### src/hw/rtl/msd_pkg.sv
// Package for the Morse stream decoder: item types, character and kind codes,
// the Morse letter tree. No dependencies.
`default_nettype none
package msd_pkg;

  // Width of the running dot and dash counters (valid range 8..32).
  localparam int COUNT_BITS = 16;
  localparam int TOTAL_W    = 16;
  localparam int NODE_W     = 5;

  localparam logic [7:0] CHAR_DOT   = 8'h2E;  // '.'
  localparam logic [7:0] CHAR_DASH  = 8'h2D;  // '-'
  localparam logic [7:0] CHAR_SPACE = 8'h20;  // ' '
  localparam logic [7:0] CHAR_SLASH = 8'h2F;  // '/'
  localparam logic [7:0] CHAR_E     = 8'h45;  // 'E'
  localparam logic [7:0] CHAR_T     = 8'h54;  // 'T'

  localparam logic [2:0] KIND_LETTER   = 3'd0;
  localparam logic [2:0] KIND_WORD     = 3'd1;
  localparam logic [2:0] KIND_BAD_CHAR = 3'd2;
  localparam logic [2:0] KIND_BAD_CODE = 3'd3;
  localparam logic [2:0] KIND_END      = 3'd4;

  localparam logic [NODE_W-1:0] NODE_ROOT = NODE_W'(1);
  localparam logic [COUNT_BITS-1:0] COUNT_MAX = {COUNT_BITS{1'b1}};

  typedef struct packed {
    logic [7:0] symbol;
    logic       message_end;
  } in_item_t;

  typedef struct packed {
    logic [7:0]         character;
    logic [2:0]         kind;
    logic [TOTAL_W-1:0] dot_total;
    logic [TOTAL_W-1:0] dash_total;
    logic               final_result;
  } out_item_t;

  typedef struct packed {
    logic [NODE_W-1:0]     node;
    logic                  too_long;
    logic                  prev_space;
    logic                  skip;
    logic                  in_error;
    logic [COUNT_BITS-1:0] dot_cnt;
    logic [COUNT_BITS-1:0] dash_cnt;
  } dec_state_t;

  localparam dec_state_t STATE_RESET = '{
    node: NODE_ROOT, too_long: 1'b0, prev_space: 1'b0, skip: 1'b0,
    in_error: 1'b0, dot_cnt: '0, dash_cnt: '0
  };

  // Letter at each heap index of the tree; zero where no letter sits.
  function automatic logic [7:0] morse_letter(input logic [NODE_W-1:0] n);
    logic [7:0] c;
    case (n)
      5'd2:    c = CHAR_E;
      5'd3:    c = CHAR_T;
      5'd4:    c = 8'h49;  // I
      5'd5:    c = 8'h41;  // A
      5'd6:    c = 8'h4E;  // N
      5'd7:    c = 8'h4D;  // M
      5'd8:    c = 8'h53;  // S
      5'd9:    c = 8'h55;  // U
      5'd10:   c = 8'h52;  // R
      5'd11:   c = 8'h57;  // W
      5'd12:   c = 8'h44;  // D
      5'd13:   c = 8'h4B;  // K
      5'd14:   c = 8'h47;  // G
      5'd15:   c = 8'h4F;  // O
      5'd16:   c = 8'h48;  // H
      5'd17:   c = 8'h56;  // V
      5'd18:   c = 8'h46;  // F
      5'd20:   c = 8'h4C;  // L
      5'd22:   c = 8'h50;  // P
      5'd23:   c = 8'h4A;  // J
      5'd24:   c = 8'h42;  // B
      5'd25:   c = 8'h58;  // X
      5'd26:   c = 8'h43;  // C
      5'd27:   c = 8'h59;  // Y
      5'd28:   c = 8'h5A;  // Z
      5'd29:   c = 8'h51;  // Q
      default: c = 8'h00;
    endcase
    return c;
  endfunction

  // Saturating add of a small symbol count.
  function automatic logic [COUNT_BITS-1:0] sat_add(input logic [COUNT_BITS-1:0] cnt,
                                                    input logic [2:0] add);
    logic [COUNT_BITS:0] sum;
    sum = {1'b0, cnt} + (COUNT_BITS+1)'(add);
    return sum[COUNT_BITS] ? COUNT_MAX : sum[COUNT_BITS-1:0];
  endfunction

endpackage
`default_nettype wire

### src/hw/rtl/msd_core.sv
// Next-state and result logic for one character of the Morse stream decoder.
// Purely combinational; depends on msd_pkg.
`default_nettype none
module msd_core (
  input  wire msd_pkg::dec_state_t st,
  input  wire msd_pkg::in_item_t   item,
  output msd_pkg::dec_state_t      st_nxt,
  output logic                     res_valid,
  output msd_pkg::out_item_t       res
);

  localparam int NODE_W_L = msd_pkg::NODE_W;

  logic       do_end;
  logic [7:0] letter;
  logic [2:0] depth;
  logic [2:0] dashes;
  logic [2:0] dots;
  logic [NODE_W_L-1:0] n;

  always_comb begin
    st_nxt        = st;
    res_valid     = 1'b0;
    res.character = 8'h00;
    res.kind      = msd_pkg::KIND_END;
    do_end        = 1'b0;

    if (st.in_error) begin
      // dropped until message end
    end else if (st.skip) begin
      st_nxt.skip       = 1'b0;
      st_nxt.prev_space = 1'b0;
    end else if (item.symbol == msd_pkg::CHAR_DOT || item.symbol == msd_pkg::CHAR_DASH) begin
      if (st.node[NODE_W_L-1]) begin
        st_nxt.too_long = 1'b1;
      end else begin
        st_nxt.node = {st.node[NODE_W_L-2:0], (item.symbol == msd_pkg::CHAR_DASH)};
      end
      st_nxt.prev_space = 1'b0;
    end else if (item.symbol == msd_pkg::CHAR_SPACE) begin
      do_end            = 1'b1;
      st_nxt.prev_space = 1'b1;
    end else if (item.symbol == msd_pkg::CHAR_SLASH && st.prev_space) begin
      res_valid         = 1'b1;
      res.kind          = msd_pkg::KIND_WORD;
      res.character     = msd_pkg::CHAR_SPACE;
      st_nxt.skip       = 1'b1;
      st_nxt.prev_space = 1'b0;
    end else begin
      res_valid         = 1'b1;
      res.kind          = msd_pkg::KIND_BAD_CHAR;
      st_nxt.in_error   = 1'b1;
      st_nxt.prev_space = 1'b0;
      st_nxt.node       = msd_pkg::NODE_ROOT;
      st_nxt.too_long   = 1'b0;
    end

    // Message end flushes a pending code when nothing else came out.
    if (item.message_end && !res_valid && !st_nxt.in_error) begin
      do_end = 1'b1;
    end

    // Letter end, evaluated on the code after this character's step.
    n      = st_nxt.node;
    letter = msd_pkg::morse_letter(n);
    depth  = n[4] ? 3'd4 : n[3] ? 3'd3 : n[2] ? 3'd2 : 3'd1;
    dashes = 3'($countones(n)) - 3'd1;
    dots   = depth - dashes;
    if (do_end) begin
      if (n[NODE_W_L-1:1] == '0 && !st_nxt.too_long) begin
        // empty code: nothing
      end else if (st_nxt.too_long || letter == 8'h00) begin
        res_valid       = 1'b1;
        res.kind        = msd_pkg::KIND_BAD_CODE;
        st_nxt.in_error = 1'b1;
      end else begin
        res_valid       = 1'b1;
        res.kind        = msd_pkg::KIND_LETTER;
        res.character   = letter;
        st_nxt.dot_cnt  = msd_pkg::sat_add(st_nxt.dot_cnt, dots);
        st_nxt.dash_cnt = msd_pkg::sat_add(st_nxt.dash_cnt, dashes);
      end
      st_nxt.node     = msd_pkg::NODE_ROOT;
      st_nxt.too_long = 1'b0;
    end

    if (item.message_end && !res_valid) begin
      res_valid     = 1'b1;
      res.kind      = msd_pkg::KIND_END;
      res.character = 8'h00;
    end

    res.dot_total    = msd_pkg::TOTAL_W'(st_nxt.dot_cnt);
    res.dash_total   = msd_pkg::TOTAL_W'(st_nxt.dash_cnt);
    res.final_result = item.message_end;

    if (item.message_end) begin
      st_nxt = msd_pkg::STATE_RESET;
    end
  end

endmodule
`default_nettype wire

### src/hw/rtl/msd_skid.sv
// Output register plus one skid entry for the decoder's result channel.
// Depends on msd_pkg.
`default_nettype none
module msd_skid (
  input  wire                    clk,
  input  wire                    rst_n,
  input  wire                    push,
  input  wire msd_pkg::out_item_t push_data,
  output logic                   space,
  output logic                   out_valid,
  input  wire                    out_ready,
  output msd_pkg::out_item_t     out_data
);

  logic               out_v_r;
  logic               skid_v_r;
  msd_pkg::out_item_t out_d_r;
  msd_pkg::out_item_t skid_d_r;
  logic               drain;

  assign drain     = !out_v_r || out_ready;
  assign space     = !skid_v_r;
  assign out_valid = out_v_r;
  assign out_data  = out_d_r;

  always_ff @(posedge clk) begin
    if (!rst_n) begin
      out_v_r  <= 1'b0;
      skid_v_r <= 1'b0;
    end else if (skid_v_r && drain) begin
      out_v_r  <= 1'b1;
      skid_v_r <= 1'b0;
    end else if (drain) begin
      out_v_r <= push;
    end else if (push) begin
      skid_v_r <= 1'b1;
    end
  end

  always_ff @(posedge clk) begin
    if (skid_v_r && drain) begin
      out_d_r <= skid_d_r;
    end else if (drain) begin
      out_d_r <= push_data;
    end else if (push) begin
      skid_d_r <= push_data;
    end
  end

endmodule
`default_nettype wire

### src/hw/rtl/morse_stream_decoder.sv
// Top level of the Morse stream decoder: state registers, core logic and
// result buffering. Depends on msd_pkg, msd_core and msd_skid.
`default_nettype none
// The decoder takes one ASCII character per item ('.', '-', ' ', '/') with a
// message_end flag and gives at most one result item per input item: a
// letter, a word space, an error, or an end-only marker on the last character.
// The character and the stored tree index meet in one pass of logic, and the
// result is written on the edge that accepts the item: into the output register,
// or into the skid entry when the output register holds a result not yet taken.
// A new item can be accepted every cycle while in_ready is high. A one-entry
// skid stage behind the output register lets one more item in while a result
// waits; in_ready drops only when both are full. Dot and dash totals saturate
// and clear at message end, along with all other state.
module morse_stream_decoder (
  input  wire                     clk,
  input  wire                     rst_n,
  input  wire                     in_valid,
  output logic                    in_ready,
  input  wire msd_pkg::in_item_t  in_data,
  output logic                    out_valid,
  input  wire                     out_ready,
  output msd_pkg::out_item_t      out_data
);

  msd_pkg::dec_state_t st_r;
  msd_pkg::dec_state_t st_nxt;
  msd_pkg::out_item_t  res;
  logic                res_valid;
  logic                accept;
  logic                space;

  assign in_ready = space;
  assign accept   = in_valid && in_ready;

  // Character decode: tree walk, letter end, totals and error tracking.
  msd_core u_core (
    .st        (st_r),
    .item      (in_data),
    .st_nxt    (st_nxt),
    .res_valid (res_valid),
    .res       (res)
  );

  always_ff @(posedge clk) begin
    if (!rst_n) begin
      st_r <= msd_pkg::STATE_RESET;
    end else if (accept) begin
      st_r <= st_nxt;
    end
  end

  // Output register and skid entry.
  msd_skid u_skid (
    .clk       (clk),
    .rst_n     (rst_n),
    .push      (accept && res_valid),
    .push_data (res),
    .space     (space),
    .out_valid (out_valid),
    .out_ready (out_ready),
    .out_data  (out_data)
  );

`ifndef SYNTHESIS
  a_stall_has_result: assert property (@(posedge clk) disable iff (!rst_n)
    !in_ready |-> out_valid)
    else $error("input stalled with no result pending");

  a_end_implies_final: assert property (@(posedge clk) disable iff (!rst_n)
    out_valid && out_data.kind == msd_pkg::KIND_END |-> out_data.final_result)
    else $error("end-only result without final flag");

  a_word_is_space: assert property (@(posedge clk) disable iff (!rst_n)
    out_valid && out_data.kind == msd_pkg::KIND_WORD
      |-> out_data.character == msd_pkg::CHAR_SPACE)
    else $error("word space result with wrong character");

  a_final_clears: assert property (@(posedge clk) disable iff (!rst_n)
    accept && in_data.message_end |=> st_r == msd_pkg::STATE_RESET)
    else $error("state not cleared after message end");

  a_final_gives_result: assert property (@(posedge clk) disable iff (!rst_n)
    accept && in_data.message_end |-> res_valid)
    else $error("final character produced no result");
`endif

endmodule
`default_nettype wire
### config.mk
export PLATFORM = sky130hd
export DESIGN_NAME = morse_stream_decoder
export DESIGN_NICKNAME = d
export VERILOG_FILES = /design/src/hw/rtl/msd_pkg.sv /design/src/hw/rtl/msd_core.sv /design/src/hw/rtl/msd_skid.sv /design/src/hw/rtl/morse_stream_decoder.sv
export SDC_FILE = /design/constraint.sdc
export NUM_CORES = 1
export LEC_CHECK = 0
export BUFFER_PORTS_ARGS = -buffer_cell sky130_fd_sc_hd__buf_4
export CELL_PAD_IN_SITES_DETAIL_PLACEMENT = 0
export CELL_PAD_IN_SITES_GLOBAL_PLACEMENT = 1
export CORE_UTILIZATION = 40
export DETAILED_ROUTE_END_ITERATION = 8
export GPL_TIMING_DRIVEN = 0
export PLACE_DENSITY = 0.7
export SYNTH_ARGS = -nofsm -noshare
export SYNTH_HDL_FRONTEND = slang
export SYNTH_SLANG_ARGS = --single-unit
### constraint.sdc
create_clock -name clk -period 6.82 [get_ports clk]
set_clock_uncertainty 0.15 [all_clocks]
set_input_delay 1.023 -clock clk [delete_from_list [all_inputs] [get_ports clk]]
set_output_delay 1.023 -clock clk [all_outputs]
set_load 0.02 [all_outputs]
=== Word level (Yosys, flattened, before mapping) ===
Memory sizes are Yosys's and may differ from the RTL's.
Cells that the tools add are included.

* Input port bits: 13
* Logic and storage cells: 111
* Memories kept: 1
* Output and inout bits: 46
* Bits in read-only memories: 192
* Register bits: 131

{| class="wikitable"
|+ Memory list
! name !! depth !! width !! rd ports !! clocked after Yosys merged registers in !! wr ports !! RTL line !! text
|-
| (no name shown) || 32 || 6 || 1 || 0 || 0 || msd_pkg.sv:58 || <nowiki>case (n)</nowiki>
|}

* Bitwise logic cells: 3
* Equal/unequal tests: 5
* Add/sub/neg operators: 8
* Muxes and demuxes: 51
* Reductions and logical operators: 24

{| class="wikitable"
|+ Operator list
! kind !! count
|-
| 44-bit 2-to-1 mux || 2
|-
| 11-bit 2-to-1 mux || 7
|-
| 33-bit 2-to-1 mux || 2
|-
| 41-bit 2-to-1 mux || 1
|-
| 16-bit by 3-bit adder with 17-bit output || 2
|-
| 8-bit by 6-bit equality test with 1-bit output (second input constant) || 4
|-
| 16-bit 2-to-1 mux || 2
|-
| 32-bit 2-to-1 mux || 1
|-
| 6-bit 2-to-1 mux || 5
|-
| 1-bit 2-to-1 mux || 19
|-
| 2-bit 2-to-1 mux || 6
|-
| 9-bit 2-to-1 mux || 1
|-
| 1-bit logical AND || 8
|-
| 8-bit logical NOT || 1
|-
| 8-bit 2-to-1 mux || 1
|-
| 7-bit 2-to-1 mux || 1
|-
| 1-bit logical NOT || 6
|-
| 3-bit 2-to-1 mux || 2
|-
| 5-bit 2-to-1 mux || 1
|-
| 1-bit by 1-bit adder with 2-bit output || 2
|-
| 4-bit logical NOT || 1
|-
| 2-bit AND reduction || 2
|-
| 3-bit by 1-bit adder with 3-bit output || 1
|-
| 3-bit adder || 1
|-
| 8 further kinds || 12
|}

=== Logic depth before layout (Yosys ltp) ===
Gate-level depths: netlist of the first run.

* Word-level depth: 19
* Depth in mapped cells: 25
* Gate-level depth less buffers: 22

=== By module ===
A second synthesis of the first run with hierarchy kept.

* Cells, all modules: 770
* Area, all modules: 8,069.0 um2

{| class="wikitable"
|+ By module, submodules not included
! module !! cells each !! seq. area each (um2) !! instances !! area an instance (um2)
|-
| msd_skid || 146 || 2,682.6 || 1 || 3,428.3
|-
| msd_core || 435 || 0.0 || 1 || 2,901.5
|-
| morse_stream_decoder || 189 || 820.8 || 1 || 1,739.2
|}

=== Worst setup path after synthesis of the first run ===
No wires, ideal clock.

* Kind: input to register
* Start: input in_data[5] in the netlist's numbering
* End: register st_r[27] in the netlist's numbering
* Cell stages on the path: 21
* Setup time: 0.086 ns
* Data arrival time: 6.242 ns
* Path slack: 0.343 ns
* Buffers on the path: 1
* Cells stage by stage: or4b_4 or4_4 o311a_1 or2_1 buf_6 ha_1 inv_1 ha_1 inv_1 ha_1 fa_1 fa_1 xor2_1 xnor2_1 ha_1 a21o_1 nand4_1 nor2_1 nor2_1 and4_1 a211oi_1

* Word-level cells in the longest chain between the ends: 18

{| class="wikitable"
|+ RTL lines
! what !! RTL line !! text
|-
| from (decl) || morse_stream_decoder.sv:19 || <nowiki>input wire msd_pkg::in_item_t in_data,</nowiki>
|-
| 8-bit by 6-bit equality test with 1-bit output || msd_core.sv:43 || <nowiki>end else if (item.symbol == msd_pkg::CHAR_SLASH && st.prev_space) begin</nowiki>
|-
| 1-bit logical AND || msd_core.sv:43 ||
|-
| 6-bit 2-to-1 mux || msd_core.sv:43 ||
|-
| 6-bit 2-to-1 mux || msd_core.sv:40 || <nowiki>end else if (item.symbol == msd_pkg::CHAR_SPACE) begin</nowiki>
|-
| 7-bit 2-to-1 mux || msd_core.sv:33 || <nowiki>end else if (item.symbol == msd_pkg::CHAR_DOT || item.symbol == msd_pkg::CHAR_DASH) begin</nowiki>
|-
| 6-bit 2-to-1 mux || msd_core.sv:30 || <nowiki>end else if (st.skip) begin</nowiki>
|-
| 9-bit 2-to-1 mux || msd_core.sv:28 || <nowiki>if (st.in_error) begin</nowiki>
|-
| 1-bit by 1-bit adder with 2-bit output (implied by the code) || msd_core.sv:67 || <nowiki>dashes = 3'($countones(n)) - 3'd1;</nowiki>
|-
| [2 not listed] || -- ||
|-
| 3-bit by 1-bit subtractor with 3-bit output || msd_core.sv:67 ||
|-
| 3-bit subtractor || msd_core.sv:68 || <nowiki>dots = depth - dashes;</nowiki>
|-
| 16-bit by 3-bit adder with 17-bit output || msd_pkg.sv:94 || <nowiki>sum = {1'b0, cnt} + (COUNT_BITS+1)'(add);</nowiki>
|-
| 16-bit 2-to-1 mux || msd_pkg.sv:95 || <nowiki>return sum[COUNT_BITS] ? COUNT_MAX : sum[COUNT_BITS-1:0];</nowiki>
|-
| 32-bit 2-to-1 mux || msd_core.sv:72 || <nowiki>end else if (st_nxt.too_long || letter == 8'h00) begin</nowiki>
|-
| 33-bit 2-to-1 mux || msd_core.sv:70 || <nowiki>if (n[NODE_W_L-1:1] == '0 && !st_nxt.too_long) begin</nowiki>
|-
| 33-bit 2-to-1 mux * || msd_core.sv:69 || <nowiki>if (do_end) begin</nowiki>
|-
| 41-bit 2-to-1 mux * || msd_core.sv:97 || <nowiki>if (item.message_end) begin</nowiki>
|-
| to (signal assigned) || morse_stream_decoder.sv:46 || <nowiki>st_r <= msd_pkg::STATE_RESET;</nowiki>
|-
| to (signal assigned) || morse_stream_decoder.sv:48 || <nowiki>st_r <= st_nxt;</nowiki>
|-
| to (decl) || morse_stream_decoder.sv:25 || <nowiki>msd_pkg::dec_state_t st_r;</nowiki>
|}

Mark *: on every way between the ends. The rest lies on a longest branch, timed or not. The select of a mux whose other input is x is not followed.
A chain may end at the register's enable or synchronous reset.

==> flow_metrics.py, run 1 <==
metrics = {
    "final_layout": {
        "antenna-diode-count": 0,
        "synthesis_to_finish_area_growth_pct": 19.4,
        "post_layout_nonfiller_instances": 1041,
        "finish.utilization": 0.492,
        "final_nets": 840,
        "drive_above_1_share": 0.195,
        "most_frequent_standard_cell_in_the_layout_excluding_fill_and_tap_cells": "sky130_fd_sc_hd__edfxtp_1",
        "most-common-layout-cells": "86 x sky130_fd_sc_hd__edfxtp_1, 74 x sky130_fd_sc_hd__nand2_1, 69 x sky130_fd_sc_hd__buf_4, 56 x sky130_fd_sc_hd__nor2_1, 51 x sky130_fd_sc_hd__a21oi_1",
        "final_design_area_no_fill_sq_um": 8560,
    },
    "power_and_ir_drop": {
        "power.clock.fraction": 0.448,
        "power.ir.vdd_worst_uv": 178,
        "p_switching_mw": 0.407,
        "internal_power_mw": 1.35,
        "powerDensity_nw_per_um2": 206,
        "combPwrFrac": 0.067,
        "power.switching_fraction": 0.231,
        "static-leakage-power_nw": 3.40,
        "share_seq_of_total_power": 0.485,
    },
    "floorplan": {
        "die_area_sq_um": 18500,
        "floorplan.io_pins": 59,
        "num_rows": 48,
        "initial_core_util": 0.411,
        "die_x_microns": 136,
        "area_of_the_core_region_sq_um": 17400,
        "fp.dieH_microns": 136,
    },
    "timing": {
        "final.period_utilization": 0.973,
        "tightest_slew_ns": 1.36,
        "min_period_ns": 6.63,
        "fmax_ghz": 0.151,
        "worst_hold_slack_across_all_endpoints_ns": 0.372,
        "final-hold-violation-count": 0,
        "timing.final.setup_violations": 0,
        "finalMaxSlewViolations": 0,
        "setup_slack_ns": 0.186,
        "maxSlewHeadroom": 0.0826,
    },
    "cts": {
        "cts_max_level": 4,
        "worst_skew_pair_latency_ns": 0.42,
        "clock_path_buffers": 2,
        "path_clk_slew_ns": 0.06,
        "cts_tree": "done",
        "ctsRootBufferMaster": "sky130_fd_sc_hd__clkbuf_16",
        "tritoncts_num_sinks": 129,
        "cts-hold-fix-buffers": 0,
        "numCtsBuffers": 17,
    },
    "setup_path": {
        "timing.critical_path.from": "in_data[5]",
        "critPathLaunchType": "primary input",
        "critical_path.cell_chain": "buf_4 -> or4b_4 -> or4_4 -> o311a_1 -> or2_1 -> buf_6 -> ha_1 -> inv_1 -> ha_1 -> inv_1 -> ha_1 -> fa_1 -> xor2_1 -> ha_1 -> a21oi_4 -> nor2_2 -> buf_4 -> and3_1 -> and3_1 -> or2_2 -> mux2_2 -> mux2_2",
        "cp_top_family": "simple AND/OR/NAND/NOR gates",
        "timing.critical_path.to_type": "flop",
        "critical-path-slowest-cell": "sky130_fd_sc_hd__or4_4",
        "timing.critical_path.fanout_max": 10,
        "critical-path-max-stage-delay_ns": 0.58,
        "critical_path.n_buffers_inverters": 5,
        "rr_startpoint": "st_r[32]$_SDFFE_PN0P_",
        "critical_path_class": "in -> reg",
        "critPathRequiredTime_ns": 6.84,
        "crit_path_frequent_cell": "sky130_fd_sc_hd__ha_1",
        "worstPathArrival_ns": 6.66,
    },
    "drt": {
        "antenna_violating_nets_post_route": 0,
        "drt-wirelength-per-cell_microns": 19.4,
        "detailroute.via_count": 6050,
        "drcViolationCount": 0,
        "dr.first_iter.drc_count": 516,
        "route.detailed.vias_per_inst": 5.81,
        "detail_route.wirelength_microns": 20200,
        "first_pass_iteration_count_of_the_detailed_router": 5,
    },
    "synth": {
        "postSynth.asyncResetShare": 0,
        "post_synth_main_area_contributors": "sky130_fd_sc_hd__edfxtp_1 36%, sky130_fd_sc_hd__dfxtp_1 12%, sky130_fd_sc_hd__nand2_1 3.9%",
        "synth_top_flop_cell": "sky130_fd_sc_hd__edfxtp_1",
        "yosys.cell_types.count": 82,
        "synth_enable_flop_cells": 86,
        "synth_nets": 752,
        "synth_area_per_cell_sq_um": 10.0,
        "netlist_instances": 715,
        "synth_seq_area_share": 0.480,
        "synth.yosys.warnings": 0,
        "post-synth-top-area-cell": "sky130_fd_sc_hd__edfxtp_1",
        "synth_top_area_share": 0.360,
        "post_synth_instance_area_sq_um": 7170,
        "count_of_state_elements_after_synthesis": 129,
    },
    "placed_design": {
        "post-place-ws_ns": -0.662,
        "final_weighted_congestion_of_routability_driven_global_placement": 0.885,
        "hpwlAfterDp_microns": 14400,
        "dpl-instance-area_sq_um": 7910,
        "dp.cells": 997,
        "port-buffer-count": 55,
    },
    "outcome": {
        "outcome": "completed",
    },
    "global_route": {
        "groute.layer.met3.usage": 0.0447,
        "grt_antenna_before_repair": 0,
        "gr_usage_total": 0.231,
        "global_route.overflow_total": 0,
        "grt_start_max_net_pins": 31,
        "top_usage_layer": "met2",
        "grt_pass1_vias": 5955,
        "gr-usage-met1": 0.299,
        "grt_pass1_wl_microns": 32300,
        "use_met2": 0.383,
    },
    "worst_hold_path": {
        "startpoint_of_the_lowest_slack_hold_path": "u_skid.skid_d_r[29]$_DFFE_PP_",
        "path_category_of_the_worst_min_delay_check": "reg -> reg",
    },
    "flow_run": {
        "max_cap_viol_count": 0,
    },
}
-- power groups by stage --
stage               logic (mW)  clock network (mW)  registers (mW)
global placement         0.113                   0           0.871
global route             0.127               0.830           0.855
finish                   0.117               0.788           0.854
CTS                      0.118               0.797           0.854
detailed placement       0.117                   0           0.870
floorplan               0.0456                   0           0.890
-- metal layers --
layer	vias up	share of wire
met1	2964	0.46
met4	0	0.017
met5	-	0
met3	27	0.047
li1	2888	-
met2	171	0.48
-- cells in the mapped netlist (all sizes together), types with 20 or more instances --
| master | instances |
|---|---|
| edfxtp | 86 |
| inv | 30 |
| o31ai | 22 |
| clkbuf | 28 |
| o21ai | 24 |
| a21oi | 58 |
| dfxtp | 43 |
| nand2 | 75 |
| a31oi | 27 |
| ha | 20 |
| nor2 | 60 |
-- worst paths after layout --
| check | endpoint | slack (ns) | cells after the start |
|---|---|---|---|
| max | u_skid.out_data[1]$_DFFE_PN_ | 0.19 | 22 |
| min | u_skid.out_data[29]$_DFFE_PN_ | 0.37 | 2 |
| max reg2reg | u_skid.out_data[1]$_DFFE_PN_ | 0.75 | 23 |
| min reg2reg | u_skid.out_data[29]$_DFFE_PN_ | 0.37 | 2 |
-- flip-flops by register name, indices dropped and copies added (netlist names) --
signal / cells
u_skid.out_data: 43
u_skid.skid_d_r: 43
st_r: 41
u_skid.out_valid: 1
u_skid.skid_v_r: 1
-- cells by family (layout without fill, tap and decap cells) --
logic type,Yosys count,in the layout,share of synthesized area
AO/OA/AOI/OAI,209,209,0.210
XOR/XNOR,15,15,0.0183
adder cells (fa/ha/maj),24,24,0.0461
buffers and inverters,76,177,0.0464
flip-flops,129,129,0.480
multiplexers,14,14,0.0220
other,1,1,0.000523
AND/OR/NAND/NOR,247,247,0.176
-- tightest hold or removal path, cell delays in order, from the launching register on --
cell                       delay (ns)
sky130_fd_sc_hd__edfxtp_1        0.32
sky130_fd_sc_hd__nand2_1         0.05
sky130_fd_sc_hd__o31ai_1         0.05
-- what timing repair did --
action / CTS / global route
pin swaps: 0 / 4
gates resized for setup: 7 / 8
setup buffers: 0 / 12
endpoints found under the setup margin: 30 / 35
-- stage by stage --
stage / total power, mW / TNS [ns]
floorplan: 0.935 / 0
global placement: 0.984 / -49.88
detailed placement: 0.987 / -25.68
CTS: 1.77 / 0
global route: 1.81 / -0.0136
finish: 1.76 / 0
-- final cells by class --
| type | instances | area, sq um |
|---|---|---|
| inverters | 30 | 113 |
| plain buffers | 46 | 221 |
| flip-flops and latches | 129 | 3440 |
| repair buffers | 69 | 543 |
| clock inverters | 9 | 42.5 |
| clock buffers | 23 | 458 |
| fillers | 1680 | 8860 |
| multi-input cells | 510 | 3460 |
| well taps | 225 | 282 |
No activity file was read; power rests on OpenSTA's default activity.
==> run 2: changes to the inputs <==
Settings changed: GPL_TIMING_DRIVEN 0 to 1, HOLD_SLACK_MARGIN set to 0.12.
==> flow_metrics.py, run 2 (same netlist as run 1, synthesis figures left out) <==
metrics = {
    "setup_path": {
        "timing.critical_path.to_type": "flop",
        "worstPathArrival_ns": 6.32,
        "critical_path_class": "in -> reg",
        "critical_path.n_buffers_inverters": 4,
        "critical-path-max-stage-delay_ns": 0.57,
        "critical-path-slowest-cell": "sky130_fd_sc_hd__or4_4",
        "critPathLaunchType": "primary input",
        "timing.critical_path.from": "in_data[5]",
        "timing.critical_path.fanout_max": 7,
        "critPathRequiredTime_ns": 6.84,
        "crit_path_frequent_cell": "sky130_fd_sc_hd__ha_1",
        "critical_path.cell_chain": "buf_4 -> or4b_4 -> or4_4 -> o311a_1 -> or2_1 -> ha_1 -> inv_1 -> ha_1 -> inv_1 -> ha_1 -> fa_1 -> fa_1 -> xor2_1 -> xnor2_1 -> ha_1 -> a21oi_1 -> nor2_1 -> inv_1 -> a21oi_2 -> xnor2_1 -> a21oi_1",
        "r2r.worst_path.cells": 20,
        "rr_startpoint": "st_r[32]$_SDFFE_PN0P_",
        "path_depth": 21,
        "cp_top_family": "adder cells",
    },
    "power_and_ir_drop": {
        "power.ir.vdd_worst_uv": 194,
        "static-leakage-power_nw": 3.44,
        "p_total_mw": 1.93,
        "powerDensity_nw_per_um2": 225,
    },
    "final_layout": {
        "most-common-layout-cells": "91 x sky130_fd_sc_hd__buf_4, 86 x sky130_fd_sc_hd__edfxtp_1, 74 x sky130_fd_sc_hd__nand2_1, 59 x sky130_fd_sc_hd__nor2_1, 53 x sky130_fd_sc_hd__a21oi_1",
        "fillCellCount": 1649,
        "final_design_area_no_fill_sq_um": 8550,
        "drive_above_1_share": 0.207,
        "multi_input_area_sq_um": 3420,
        "antenna-diode-count": 0,
        "regArea_sq_um": 3440,
        "most_frequent_standard_cell_in_the_layout_excluding_fill_and_tap_cells": "sky130_fd_sc_hd__buf_4",
        "final_nets": 816,
        "synthesis_to_finish_area_growth_pct": 19.4,
    },
    "placed_design": {
        "final_weighted_congestion_of_routability_driven_global_placement": 0.891,
        "port-buffer-count": 57,
        "hpwlAfterDp_microns": 12500,
        "dpl-instance-area_sq_um": 7940,
    },
    "cts": {
        "cts.repair_timing.setup_buffer_count": 0,
        "ctsRootBufferMaster": "sky130_fd_sc_hd__clkbuf_16",
        "cts-hold-fix-buffers": 0,
        "worst_skew_pair_latency_ns": 0.43,
        "cts_tree": "done",
        "clock_path_buffers": 2,
        "cts.repair.resized": 0,
        "cts_max_level": 4,
        "numCtsBuffers": 17,
        "path_clk_slew_ns": 0.06,
        "tritoncts_num_sinks": 129,
    },
    "global_route": {
        "grt_antenna_before_repair": 0,
        "grt_start_max_net_pins": 49,
        "grt_pass1_wl_microns": 30300,
        "global_route.overflow_total": 0,
        "gr_usage_total": 0.214,
        "grt_pass1_vias": 5823,
    },
    "drt": {
        "drcViolationCount": 0,
        "detailroute.via_count": 5953,
        "drt-wirelength-per-cell_microns": 18.5,
        "dr.first_iter.drc_count": 456,
        "antenna_violating_nets_post_route": 0,
        "first_pass_iteration_count_of_the_detailed_router": 5,
        "detail_route.wirelength_microns": 18800,
        "route.detailed.vias_per_inst": 5.85,
    },
    "timing": {
        "unrepaired_setup_endpoints_after_global_routing": "false",
        "final-hold-violation-count": 0,
        "finalMaxSlewViolations": 0,
        "timing.final.setup_violations": 0,
        "min_period_ns": 6.30,
        "fmax_ghz": 0.159,
        "final.period_utilization": 0.924,
        "worst_hold_slack_across_all_endpoints_ns": 0.370,
        "fin_setup_tns_ns": 0,
        "maxSlewHeadroom": 0.193,
        "tightest_slew_ns": 1.21,
    },
    "worst_hold_path": {
        "path_category_of_the_worst_min_delay_check": "reg -> reg",
        "startpoint_of_the_lowest_slack_hold_path": "u_skid.skid_d_r[0]$_DFFE_PP_",
        "worst_hold_path.num_cells": 2,
    },
    "floorplan": {
        "area_of_the_core_region_sq_um": 17400,
        "num_rows": 48,
        "initial_core_util": 0.411,
        "die_area_sq_um": 18500,
        "floorplan.io_pins": 59,
        "fp.dieH_microns": 136,
        "die_x_microns": 136,
    },
    "flow_run": {
        "max_cap_viol_count": 0,
    },
    "outcome": {
        "outcome": "completed",
    },
}
run 2: changes by cell type in the layout (fill, tap and decap cells not counted), moves of 4 or more:
cell and delta:
sky130_fd_sc_hd__buf_1 -4, sky130_fd_sc_hd__bufinv_16 +4, sky130_fd_sc_hd__buf_4 +22, sky130_fd_sc_hd__buf_2 -9, sky130_fd_sc_hd__buf_6 -4, sky130_fd_sc_hd__clkbuf_1 -32
run 2: worst register-to-register path: stages (launching register included):
cell and delay [ns]:
sky130_fd_sc_hd__dfxtp_1 0.38, sky130_fd_sc_hd__or3b_2 0.49, sky130_fd_sc_hd__or4_4 0.44, sky130_fd_sc_hd__o311a_1 0.19
sky130_fd_sc_hd__or2_1 0.27, sky130_fd_sc_hd__ha_1 0.29, sky130_fd_sc_hd__inv_1 0.04, sky130_fd_sc_hd__ha_1 0.26
sky130_fd_sc_hd__inv_1 0.04, sky130_fd_sc_hd__ha_1 0.18, sky130_fd_sc_hd__fa_1 0.52, sky130_fd_sc_hd__fa_1 0.43
sky130_fd_sc_hd__xor2_1 0.18, sky130_fd_sc_hd__xnor2_1 0.12, sky130_fd_sc_hd__ha_1 0.33, sky130_fd_sc_hd__a21oi_1 0.08
sky130_fd_sc_hd__nor2_1 0.41, sky130_fd_sc_hd__inv_1 0.20, sky130_fd_sc_hd__a21oi_2 0.30, sky130_fd_sc_hd__xnor2_1 0.18
sky130_fd_sc_hd__a21oi_1 0.09
run 2: cell type report:
class,count,share of cell area
clock buffer,17,0.0497
tap,225,0.0329
multi-input combinational,510,0.399
clock inverter,15,0.0224
timing repair buffer,91,0.0799
inverter,30,0.0132
sequential,129,0.403
run 2: final timing paths:
kind / slack, ns / endpoint
worst max-delay path: 0.52 / u_skid.out_data[20]$_DFFE_PN_
worst min-delay path: 0.37 / u_skid.out_data[0]$_DFFE_PN_
worst max register to register: 1.01 / u_skid.out_data[20]$_DFFE_PN_
worst min register to register: 0.37 / u_skid.out_data[0]$_DFFE_PN_
run 2: metal layers:
layer  vias to the layer above  routed length (microns)  GRT usage  share of wire
met5                         -                        0          0              0
met1                      2881                     8230      0.278           0.44
met4                         0                      378     0.0840          0.020
met3                        33                     1120     0.0425          0.059
li1                       2836                        -          -              -
met2                       203                     9060      0.348           0.48
run 2: stage by stage:
step	setup slack, ns	instances	utilization
5_1_grt	0.226	1017	0.491
3_5_place_dp	0.101	985	0.456
3_3_place_gp	0.197	985	0.456
4_1_cts	0.545	1017	0.491
6_report	0.517	1017	0.491
2_1_floorplan	0.343	715	-
run 2: report_power, final:
| part | total [mW] | switching [mW] | internal, mW |
|---|---|---|---|
| clock | 0.959 | 0.351 | 0.608 |
| sequential | 0.854 | 0.00583 | 0.848 |
| combinational | 0.113 | 0.0754 | 0.0377 |
